--- config.mk ---
export PLATFORM = sky130hd
export DESIGN_NAME = fk3_prep
export DESIGN_NICKNAME = d
export VERILOG_FILES = /design/src/sv/fk3_pkg.sv /design/src/sv/fk3_prep.sv
export SDC_FILE = /design/constraint.sdc
export NUM_CORES = 1
export LEC_CHECK = 0
export ABC_CLOCK_PERIOD_IN_PS = 5400
export BUFFER_PORTS_ARGS = -buffer_cell sky130_fd_sc_hd__buf_2
export CAP_MARGIN = 0
export CORE_ASPECT_RATIO = 0.5
export CORE_MARGIN = 2
export CORE_UTILIZATION = 25
export CTS_BUF_LIST = sky130_fd_sc_hd__clkbuf_4 sky130_fd_sc_hd__clkbuf_8
export CTS_CLUSTER_DIAMETER = 80
export DETAILED_ROUTE_END_ITERATION = 10
export SYNTH_ARGS = -nofsm -noshare
export SYNTH_HDL_FRONTEND = slang
export SYNTH_SLANG_ARGS = --single-unit
--- constraint.sdc ---
create_clock -name clock -period 5.4 [get_ports clock]
set_input_delay 1.08 -clock clock [delete_from_list [all_inputs] [get_ports clock]]
set_output_delay 1.08 -clock clock [all_outputs]
set_load 0.02 [all_outputs]
--- src/sv/fk3_pkg.sv ---
// Shared types and constants for the planar three-link forward kinematics block.
// Holds the CORDIC word format, the arctangent table, quadrant and register codes.
// No dependencies.
package fk3_pkg;

   localparam int LINKS         = 3;
   localparam int CORDIC_STEPS  = 24;
   localparam int CORDIC_WIDTH  = 32;
   localparam int FRAC_BITS     = 30;
   localparam int POS_WIDTH     = 19;
   localparam int POS_MAX       = 262143;
   localparam int POS_MIN       = -262144;

   typedef logic signed [CORDIC_WIDTH-1:0] cordic_word_type;

   // Gain-compensated start vector, Q30
   localparam cordic_word_type CORDIC_GAIN_Q30 = 32'sd652032874;
   // Half a quadrant in 2^-32 turn units, used to pick the nearest quadrant
   localparam logic [CORDIC_WIDTH-1:0] HALF_QUADRANT = 32'h2000_0000;
   localparam cordic_word_type RESIDUAL_LIMIT = 32'sd536870912;

   typedef enum logic [1:0] {
      QUAD_EAST  = 2'd0,
      QUAD_NORTH = 2'd1,
      QUAD_WEST  = 2'd2,
      QUAD_SOUTH = 2'd3
   } quadrant_type;

   typedef logic [1:0] csr_addr_type;
   localparam csr_addr_type CSR_FIRST_LINK  = 2'd0;
   localparam csr_addr_type CSR_SECOND_LINK = 2'd1;
   localparam csr_addr_type CSR_THIRD_LINK  = 2'd2;

   typedef struct packed {
      cordic_word_type x;
      cordic_word_type y;
      cordic_word_type z;
      quadrant_type    q;
   } lane_type;

   // atan(2^-i) in units of 2^-32 turn
   function automatic cordic_word_type arc_angle(input int step);
      cordic_word_type a;
      case (step)
         0:       a = 32'sd536870912;
         1:       a = 32'sd316933406;
         2:       a = 32'sd167458907;
         3:       a = 32'sd85004756;
         4:       a = 32'sd42667331;
         5:       a = 32'sd21354465;
         6:       a = 32'sd10679838;
         7:       a = 32'sd5340245;
         8:       a = 32'sd2670163;
         9:       a = 32'sd1335087;
         10:      a = 32'sd667544;
         11:      a = 32'sd333772;
         12:      a = 32'sd166886;
         13:      a = 32'sd83443;
         14:      a = 32'sd41722;
         15:      a = 32'sd20861;
         16:      a = 32'sd10430;
         17:      a = 32'sd5215;
         18:      a = 32'sd2608;
         19:      a = 32'sd1304;
         20:      a = 32'sd652;
         21:      a = 32'sd326;
         22:      a = 32'sd163;
         23:      a = 32'sd81;
         default: a = '0;
      endcase
      return a;
   endfunction

endpackage

--- src/sv/fk3_prep.sv ---
// Input stage: cumulative link angles, nearest-quadrant removal, CORDIC seed.
// Depends on fk3_pkg.
module fk3_prep #(
   parameter int ANGLE_WIDTH = 16
) (
   input  logic                          clock,
   input  logic                          reset,
   input  logic                          in_valid,
   output logic                          in_ready,
   input  logic signed [ANGLE_WIDTH-1:0] first_angle,
   input  logic signed [ANGLE_WIDTH-1:0] second_angle,
   input  logic signed [ANGLE_WIDTH-1:0] third_angle,
   output logic                          out_valid,
   input  logic                          out_ready,
   output fk3_pkg::lane_type             out_lane [fk3_pkg::LINKS],
   output logic [ANGLE_WIDTH-1:0]        out_heading
);

   localparam int CW  = fk3_pkg::CORDIC_WIDTH;
   localparam int PAD = CW - ANGLE_WIDTH;

   logic                   valid_ff;
   fk3_pkg::lane_type      lane_ff [fk3_pkg::LINKS];
   fk3_pkg::lane_type      lane_in [fk3_pkg::LINKS];
   logic [ANGLE_WIDTH-1:0] heading_ff;
   logic [ANGLE_WIDTH-1:0] angle_sum [fk3_pkg::LINKS];
   logic [CW-1:0]          phase [fk3_pkg::LINKS];
   logic [CW-1:0]          rounded [fk3_pkg::LINKS];
   logic [CW-1:0]          resid [fk3_pkg::LINKS];
   fk3_pkg::quadrant_type  quad [fk3_pkg::LINKS];

   always_comb begin
      angle_sum[0] = first_angle;
      angle_sum[1] = angle_sum[0] + second_angle;
      angle_sum[2] = angle_sum[1] + third_angle;
      for (int k = 0; k < fk3_pkg::LINKS; k++) begin
         phase[k]   = {angle_sum[k], {PAD{1'b0}}};
         rounded[k] = phase[k] + fk3_pkg::HALF_QUADRANT;
         quad[k]    = fk3_pkg::quadrant_type'(rounded[k][CW-1:CW-2]);
         // residual lands in [-1/8, 1/8) turn
         resid[k]   = phase[k] - {quad[k], {(CW-2){1'b0}}};
         lane_in[k].x = fk3_pkg::CORDIC_GAIN_Q30;
         lane_in[k].y = '0;
         lane_in[k].z = signed'(resid[k]);
         lane_in[k].q = quad[k];
      end
   end

   assign in_ready = !valid_ff || out_ready;

   always_ff @(posedge clock) begin
      if (reset) begin
         valid_ff <= 1'b0;
      end else if (in_ready) begin
         valid_ff <= in_valid;
      end
   end

   always_ff @(posedge clock) begin
      if (in_ready && in_valid) begin
         lane_ff    <= lane_in;
         heading_ff <= angle_sum[2];
      end
   end

   assign out_valid   = valid_ff;
   assign out_lane    = lane_ff;
   assign out_heading = heading_ff;

`ifndef SYNTHESIS
   a_residual_range: assert property (@(posedge clock) disable iff (reset)
      valid_ff |->
         lane_ff[0].z >= -fk3_pkg::RESIDUAL_LIMIT && lane_ff[0].z < fk3_pkg::RESIDUAL_LIMIT &&
         lane_ff[1].z >= -fk3_pkg::RESIDUAL_LIMIT && lane_ff[1].z < fk3_pkg::RESIDUAL_LIMIT &&
         lane_ff[2].z >= -fk3_pkg::RESIDUAL_LIMIT && lane_ff[2].z < fk3_pkg::RESIDUAL_LIMIT)
      else $error("CORDIC seed outside one eighth turn");
`endif

endmodule

Word-level counts from Yosys, hierarchy flattened:

Cells that the tools add are included.

* RAM bits: 0
* bits of input ports: 52
* latch bits: 0
* word-level logic and storage cells: 19
* memories kept: 0
* output and inout bits: 312
* register bits: 119
* bits in read-only memories: 0

* muxes and demuxes: 0
* reductions and logical operators: 3
* eq/ne operators: 0
* order comparisons: 0
* shift operators: 0
* bitwise operators: 0
* $mul: 0
* div/mod/pow operators: 0
* add/sub/neg operators: 8

Operators by type and width (number)
* adder 32 x 30 -> 32 bit (second input constant): 3
* subtractor 32 bit: 3
* adder 16 bit: 2
* logical AND 1 bit: 1
* logical NOT 1 bit: 1
* logical OR 1 bit: 1

Depth between registers and ports, before layout:

Gate-level depths: netlist (run 1).

* depth after elaboration: 4
* mapped depth: 17
* gate-level depth less buffers: 17

Worst setup path before layout (run 1):

Ideal clock, no wire load.

* kind: input port to flip-flop
* start: input first_angle[0]
* end: register lane_ff, in the netlist out_lane[32] (data pin)
* arrival: 4.647 ns
* library setup time: 0.268 ns
* setup slack: 0.486 ns
* buffers on the path: 0
* stages: 17
* data required time: 5.132 ns
* cell sequence: ha_1 > fa_1 > a21o_1 > a21oi_1 > o21bai_1 > a21oi_1 > o21ai_0 > xor2_1 > ha_1 > a21oi_1 > o21ai_1 > and3_1 > a2111oi_0 > o21ai_0 > xor2_1 > ha_1 > xnor3_1

RTL lines
* from (decl): RTL line fk3_prep.sv:10 `input logic signed [ANGLE_WIDTH-1:0] first_angle,`
* to (signal assigned): RTL line fk3_prep.sv:61 `lane_ff <= lane_in;`
* to (decl): RTL line fk3_prep.sv:23 `fk3_pkg::lane_type lane_ff [fk3_pkg::LINKS];`

==> impl_metrics.json, run 1 <==
{
  "antenna_found_initial": 1,
  "fp-row-count": 37,
  "start_util": 0.255,
  "die_x_um": 209,
  "fin_crit_ns": 5.05,
  "required_ns": 5.50,
  "layoutNonFillerInstCount": 913,
  "drt-total-wl_um": 9800,
  "grt.total_usage": 0.0776,
  "grt_pass1_vias": 2594,
  "layout_common_cells": "conb_1 (240), buf_2 (123), edfxtp_1 (56)",
  "arrival_ns": 5.14,
  "leakage_nw": 2.76,
  "numClockSinks": 57,
  "layout_commonest_cell": "conb_1",
  "synth_seq_cells": 57,
  "nets": 726,
  "grt_pass1_wl_um": 13700,
  "wl_per_cell_um": 10.7,
  "skew_ns": 0.0112,
  "power.density_nw_per_um2": 367,
  "dieArea_um2": 22200,
  "synth-main-ff-cell": "edfxtp_1",
  "ir_drop_mv": 0.110,
  "multi_input_area_um2": 2470,
  "crit_fanout": 3,
  "pin_count": 364,
  "setup_viol": 0,
  "ctsHoldBuffers": 0,
  "core_area_um2": 20600,
  "synth_edf_count": 56,
  "slew_viol_final": 0,
  "place.gp.congestion": 0.833,
  "via_per_inst": 3.48,
  "overflow": 0,
  "criticalPathCategory": "input pin to register",
  "die_y_um": 106,
  "synth.distinct_cells": 46,
  "ctsResizeCount": 0,
  "clk_pin_slew_worst_paths_ns": 0.08,
  "cts_setup_buffers": 0,
  "grt_max_degree": 51,
  "clk_path_buf_depth": 2,
  "drive_gt1_frac": 0.241,
  "fin_tns_setup_ns": 0,
  "hold_ws_ns": 0.530,
  "seq_area_frac_synth": 0.324,
  "ff_latch_area_um2": 1700,
  "syn2layout_area_growth_pct": 3.67,
  "dpl.hpwl_um": 8000,
  "syn_inst": 516,
  "grt_setup_unrepaired": "no",
  "insertion_delay_ns": 0.34,
  "n_fill_cell": 2236,
  "drtIter0Drc": 153,
  "maxCapViolCount": 0,
  "hold_class": "register to register",
  "relSlewSlack": 0.551,
  "tightest_slew_ns": 0.674,
  "portBuffers": 123,
  "cts_root_buffer": "clkbuf_8",
  "drtAntennaViolNets": 0,
  "worst_setup_path_end_kind": "register",
  "status": "completed",
  "postSynthAreaPerCell_um2": 10.2,
  "fin_crit_sh": 0.935,
  "synth_warnings": 0,
  "startpoint_type": "input pin",
  "dp.cells": 896,
  "synthArstFlopShare": 0,
  "cts_tree": "done",
  "utilization": 0.265,
  "syn_area_um2": 5250,
  "via_count": 3174,
  "fmax_mhz": 198,
  "power_mw": 1.99,
  "dr.pass1.iters": 4,
  "drc": 0,
  "cts_htree_levels": 3,
  "cts_buffers": 9,
  "hold_viol": 0
}
state kept, by name, summed over array words and instances, names as in the netlist:
| name | flops |
|---|---|
| out_heading | 16 |
| out_lane | 40 |
| out_valid | 1 |
metal layers:
layer,vias up,part of all wire,GRT usage
met2,153,0.51,0.133
met4,0,0.019,0.0301
li1,1487,-,-
met5,-,0,0
met1,1518,0.41,0.0976
met3,16,0.064,0.0142
per-stage QoR:
stage          cell area, µm²  worst slack, ns
6_report                 5440            0.351
5_1_grt                  5440           0.0293
4_1_cts                  5440            0.391
3_5_place_dp             5190           0.0177
3_3_place_gp             5190            0.154
2_1_floorplan            6140            0.486
cells in the mapped netlist (all sizes together) (2+ instances only):
library cell / count / area, µm²
buf: 254 / 1910
nand2: 16 / 60.1
o21ai: 14 / 77.6
conb: 2 / 7.51
and3: 4 / 25.0
fa: 2 / 40.0
clkbuf: 2 / 10.0
xnor2: 22 / 193
edfxtp: 56 / 1680
inv: 10 / 37.5
a21oi: 30 / 154
o21bai: 2 / 15.0
nor2: 11 / 41.3
a31oi: 2 / 12.5
xor2: 15 / 131
a211oi: 3 / 27.5
a21o: 9 / 67.6
ha: 38 / 475
nand3: 2 / 22.5
xnor3: 2 / 45.0
area by class of cell:
class / instances / share of cell area
inverter: 10 / 0.00690
tap: 273 / 0.0628
antenna: 1 / 0.000460
multi-input combinational: 430 / 0.455
timing repair buffer: 126 / 0.117
clock inverter: 7 / 0.0219
sequential: 57 / 0.313
clock buffer: 9 / 0.0228
kinds of logic after synthesis:
group | after synthesis | synth area share
buffers and inverters | 267 | 0.375
AOI/OAI and AO/OA | 71 | 0.0890
DFF | 57 | 0.324
xor gates and xnor gates | 40 | 0.0751
adders and majority gates | 40 | 0.0983
and+or+nand+nor | 39 | 0.0372
other | 2 | 0.00143
critical path: stages:
cell and delay, ns:
buf_2 0.11, ha_1 0.25, fa_1 0.41, a21o_1 0.19, a21oi_1 0.21, o21bai_1 0.09, a21oi_1 0.18, o21ai_0 0.13
xor2_1 0.17, ha_1 0.33, a21oi_1 0.16, o21ai_1 0.12, and3_1 0.22, a2111oi_0 0.40, o21ai_0 0.17, xor2_1 0.29
ha_1 0.32, xnor3_1 0.33
path summary, 6_finish.rpt:
kind                       start            end  slack, ns  cells after the start
setup / recovery  first_angle[0]   out_lane[32]       0.35                     18
hold / removal         out_valid      out_valid       0.53                      2
setup reg to reg       out_valid  out_lane[125]       3.77                      3
hold reg to reg        out_valid      out_valid       0.53                      2
power by group:
group / internal, mW / leakage, nW / switching (mW)
sequential: 0.612 / 0.550 / 0.0254
clock: 0.307 / 0.117 / 0.200
combinational: 0.287 / 2.09 / 0.563
Note: power is estimated with default switching activity, not from simulation.
==> run 2, diff against run 1 <==
--- a/config.mk
+++ b/config.mk
@@ -8,12 +8,15 @@
 export ABC_CLOCK_PERIOD_IN_PS = 5400
 export BUFFER_PORTS_ARGS = -buffer_cell sky130_fd_sc_hd__buf_2
 export CAP_MARGIN = 0
+export CELL_PAD_IN_SITES_DETAIL_PLACEMENT = 1
+export CELL_PAD_IN_SITES_GLOBAL_PLACEMENT = 2
 export CORE_ASPECT_RATIO = 0.5
 export CORE_MARGIN = 2
-export CORE_UTILIZATION = 25
+export CORE_UTILIZATION = 23
 export CTS_BUF_LIST = sky130_fd_sc_hd__clkbuf_4 sky130_fd_sc_hd__clkbuf_8
 export CTS_CLUSTER_DIAMETER = 80
 export DETAILED_ROUTE_END_ITERATION = 10
+export PLACE_DENSITY = 0.89
 export SYNTH_ARGS = -nofsm -noshare
 export SYNTH_HDL_FRONTEND = slang
 export SYNTH_SLANG_ARGS = --single-unit
==> run 2 against run 1 <==
Final cell count rose by 3.0%. Clock power is 23% lower. Critical path depth is the same. Wire length up 14%. Global-route usage is 0.75 points higher. Die area up 8.4%. Maximum frequency is 0.88% higher. Combinational power is 2% higher. Clock skew is essentially flat. Total power down 4.7%. Via count decreased by 2.4%. Critical path type unchanged. Largest power group unchanged.
==> impl_metrics.json, run 2 (synthesis results as in run 1) <==
{
  "p_seq_frac": 0.339,
  "layoutNonFillerInstCount": 940,
  "reg2reg_depth": 3,
  "portBuffers": 123,
  "slowest_delay_ns": 0.41,
  "dpl.hpwl_um": 9550,
  "antenna_found_initial": 1,
  "place.gp.congestion": 0.771,
  "layout_common_cells": "conb_1 (240), buf_2 (123), edfxtp_1 (56)",
  "power.density_nw_per_um2": 350,
  "via_per_inst": 3.29,
  "swShare": 0.410,
  "die_x_um": 218,
  "grt_pass1_vias": 3039,
  "worst_setup_path_end_kind": "register",
  "largest_reg_flops": 40,
  "syn2layout_area_growth_pct": 3.34,
  "drc": 0,
  "internal-power_mw": 1.12,
  "core_area_um2": 22000,
  "overflow": 0,
  "drtAntennaViolNets": 0,
  "skew_ns": 0.0108,
  "status": "completed",
  "hold_viol": 0,
  "maxCapViolCount": 0,
  "via_count": 3097,
  "slew_viol_final": 0,
  "start_util": 0.238,
  "fin_crit_sh": 0.927,
  "numClockSinks": 57,
  "p_switching_uw": 778,
  "r2r_slack_ns": 3.83,
  "grt_pass1_wl_um": 16200,
  "comb_power_share": 0.456,
  "clk_pin_slew_worst_paths_ns": 0.06,
  "ctsHoldBuffers": 0,
  "arrival_ns": 5.08,
  "cts_tree": "done",
  "path_cells": "buf_2 > ha_1 > fa_1 > a21o_1 > a21oi_1 > o21bai_1 > a21oi_1 > o21ai_0 > xor2_1 > ha_1 > a21oi_1 > o21ai_1 > and3_1 > a2111oi_2 > o21ai_0 > xor2_1 > ha_1 > xnor3_1",
  "relSlewSlack": 0.502,
  "dp_slack_ns": -0.0943,
  "grt.total_usage": 0.0852,
  "hold_class": "register to register",
  "rr_endpoint": "out_heading[2]",
  "critical-path-slowest-cell": "fa_1",
  "hold_ws_ns": 0.533,
  "ir_drop_mv": 0.104,
  "fin_tns_setup_ns": 0,
  "cts_htree_levels": 3,
  "cts_root_buffer": "clkbuf_8",
  "required_ns": 5.48,
  "setup_viol": 0,
  "drt-total-wl_um": 11200,
  "die_y_um": 111,
  "cts_setup_buffers": 0,
  "tightest_slew_ns": 0.747,
  "layout_commonest_cell": "conb_1",
  "dp.cells": 923,
  "cts_buffers": 9,
  "worstReg2RegStart": "out_valid",
  "hold_end": "out_valid",
  "insertion_delay_ns": 0.34,
  "fp-row-count": 38,
  "min_path_cells": 2,
  "finalWorstSetupSlack_ns": 0.395,
  "p_clk_frac": 0.205,
  "clk_path_buf_depth": 2,
  "dieArea_um2": 24100,
  "nets": 726,
  "hp-start": "out_valid",
  "drive_gt1_frac": 0.239,
  "crit_fanout": 3,
  "fmax_mhz": 200,
  "pin_count": 364,
  "drtIter0Drc": 57,
  "dr.pass1.iters": 4,
  "startpoint_type": "input pin",
  "criticalPathCategory": "input pin to register",
  "fin_crit_ns": 5.00,
  "leakage_nw": 2.74,
  "grt_setup_unrepaired": "no",
  "ctsResizeCount": 0,
  "wl_per_cell_um": 11.9,
  "grt_max_degree": 57,
  "utilization": 0.246
}
run 2: changes by cell type in the layout (fill, tap and decap cells not counted), sizes merged:
| cell | previous run | this run |
|---|---|---|
| clkinvlp | 1 | 0 |
| clkbuf | 9 | 11 |
| bufinv | 3 | 1 |
| clkinv | 3 | 4 |
run 2: routing by layer:
layer  track usage  vias to the layer above  share of wire
met4        0.0406                        0          0.026
met3        0.0115                       20          0.042
met2         0.172                      127           0.57
met1        0.0851                     1468           0.36
li1              -                     1482              -
met5             0                        -              0
run 2: cell type report:
cell class / count / area, µm²
Clock buffer: 11 / 139
Multi-Input combinational cell: 430 / 2480
Clock inverter: 5 / 46.3
Sequential cell: 57 / 1700
Fill cell: 2706 / 16600
Tap cell: 300 / 375
Timing Repair Buffer: 126 / 638
Inverter: 10 / 37.5
Antenna cell: 1 / 2.50
run 2: worst max-delay path by stage:
stage | to | start | depth (start not counted)
after floorplan | out_lane[32] | first_angle[0] | 17
after global placement | out_lane[32] | first_angle[0] | 18
after detailed placement | out_lane[1] | first_angle[0] | 18
after CTS | out_lane[1] | first_angle[0] | 18
after global routing | out_lane[1] | first_angle[0] | 18
final | out_lane[1] | first_angle[0] | 18
run 2: power by group through the flow:
| stage | logic (mW) | clock network [mW] | registers (mW) |
|---|---|---|---|
| after global placement | 0.834 | 0 | 0.652 |
| after CTS | 0.864 | 0.401 | 0.647 |
| final | 0.866 | 0.390 | 0.643 |
| after detailed placement | 0.859 | 0 | 0.657 |
| after floorplan | 0.708 | 0 | 0.752 |
| after global routing | 0.930 | 0.417 | 0.653 |
run 2: stage by stage:
step | total power [mW] | area [µm²]
2_1_floorplan | 1.46 | 6140
3_3_place_gp | 1.49 | 5230
3_5_place_dp | 1.52 | 5230
4_1_cts | 1.91 | 5410
5_1_grt | 2.00 | 5420
6_report | 1.90 | 5420
run 2: critical path: cells and delay by family:
family	cells	cell delay, ns
xor gates and xnor gates	3	0.84
adders and majority gates	4	1.24
buffers and inverters	1	0.11
and+or+nand+nor	1	0.23
AOI/OAI and AO/OA	9	1.56
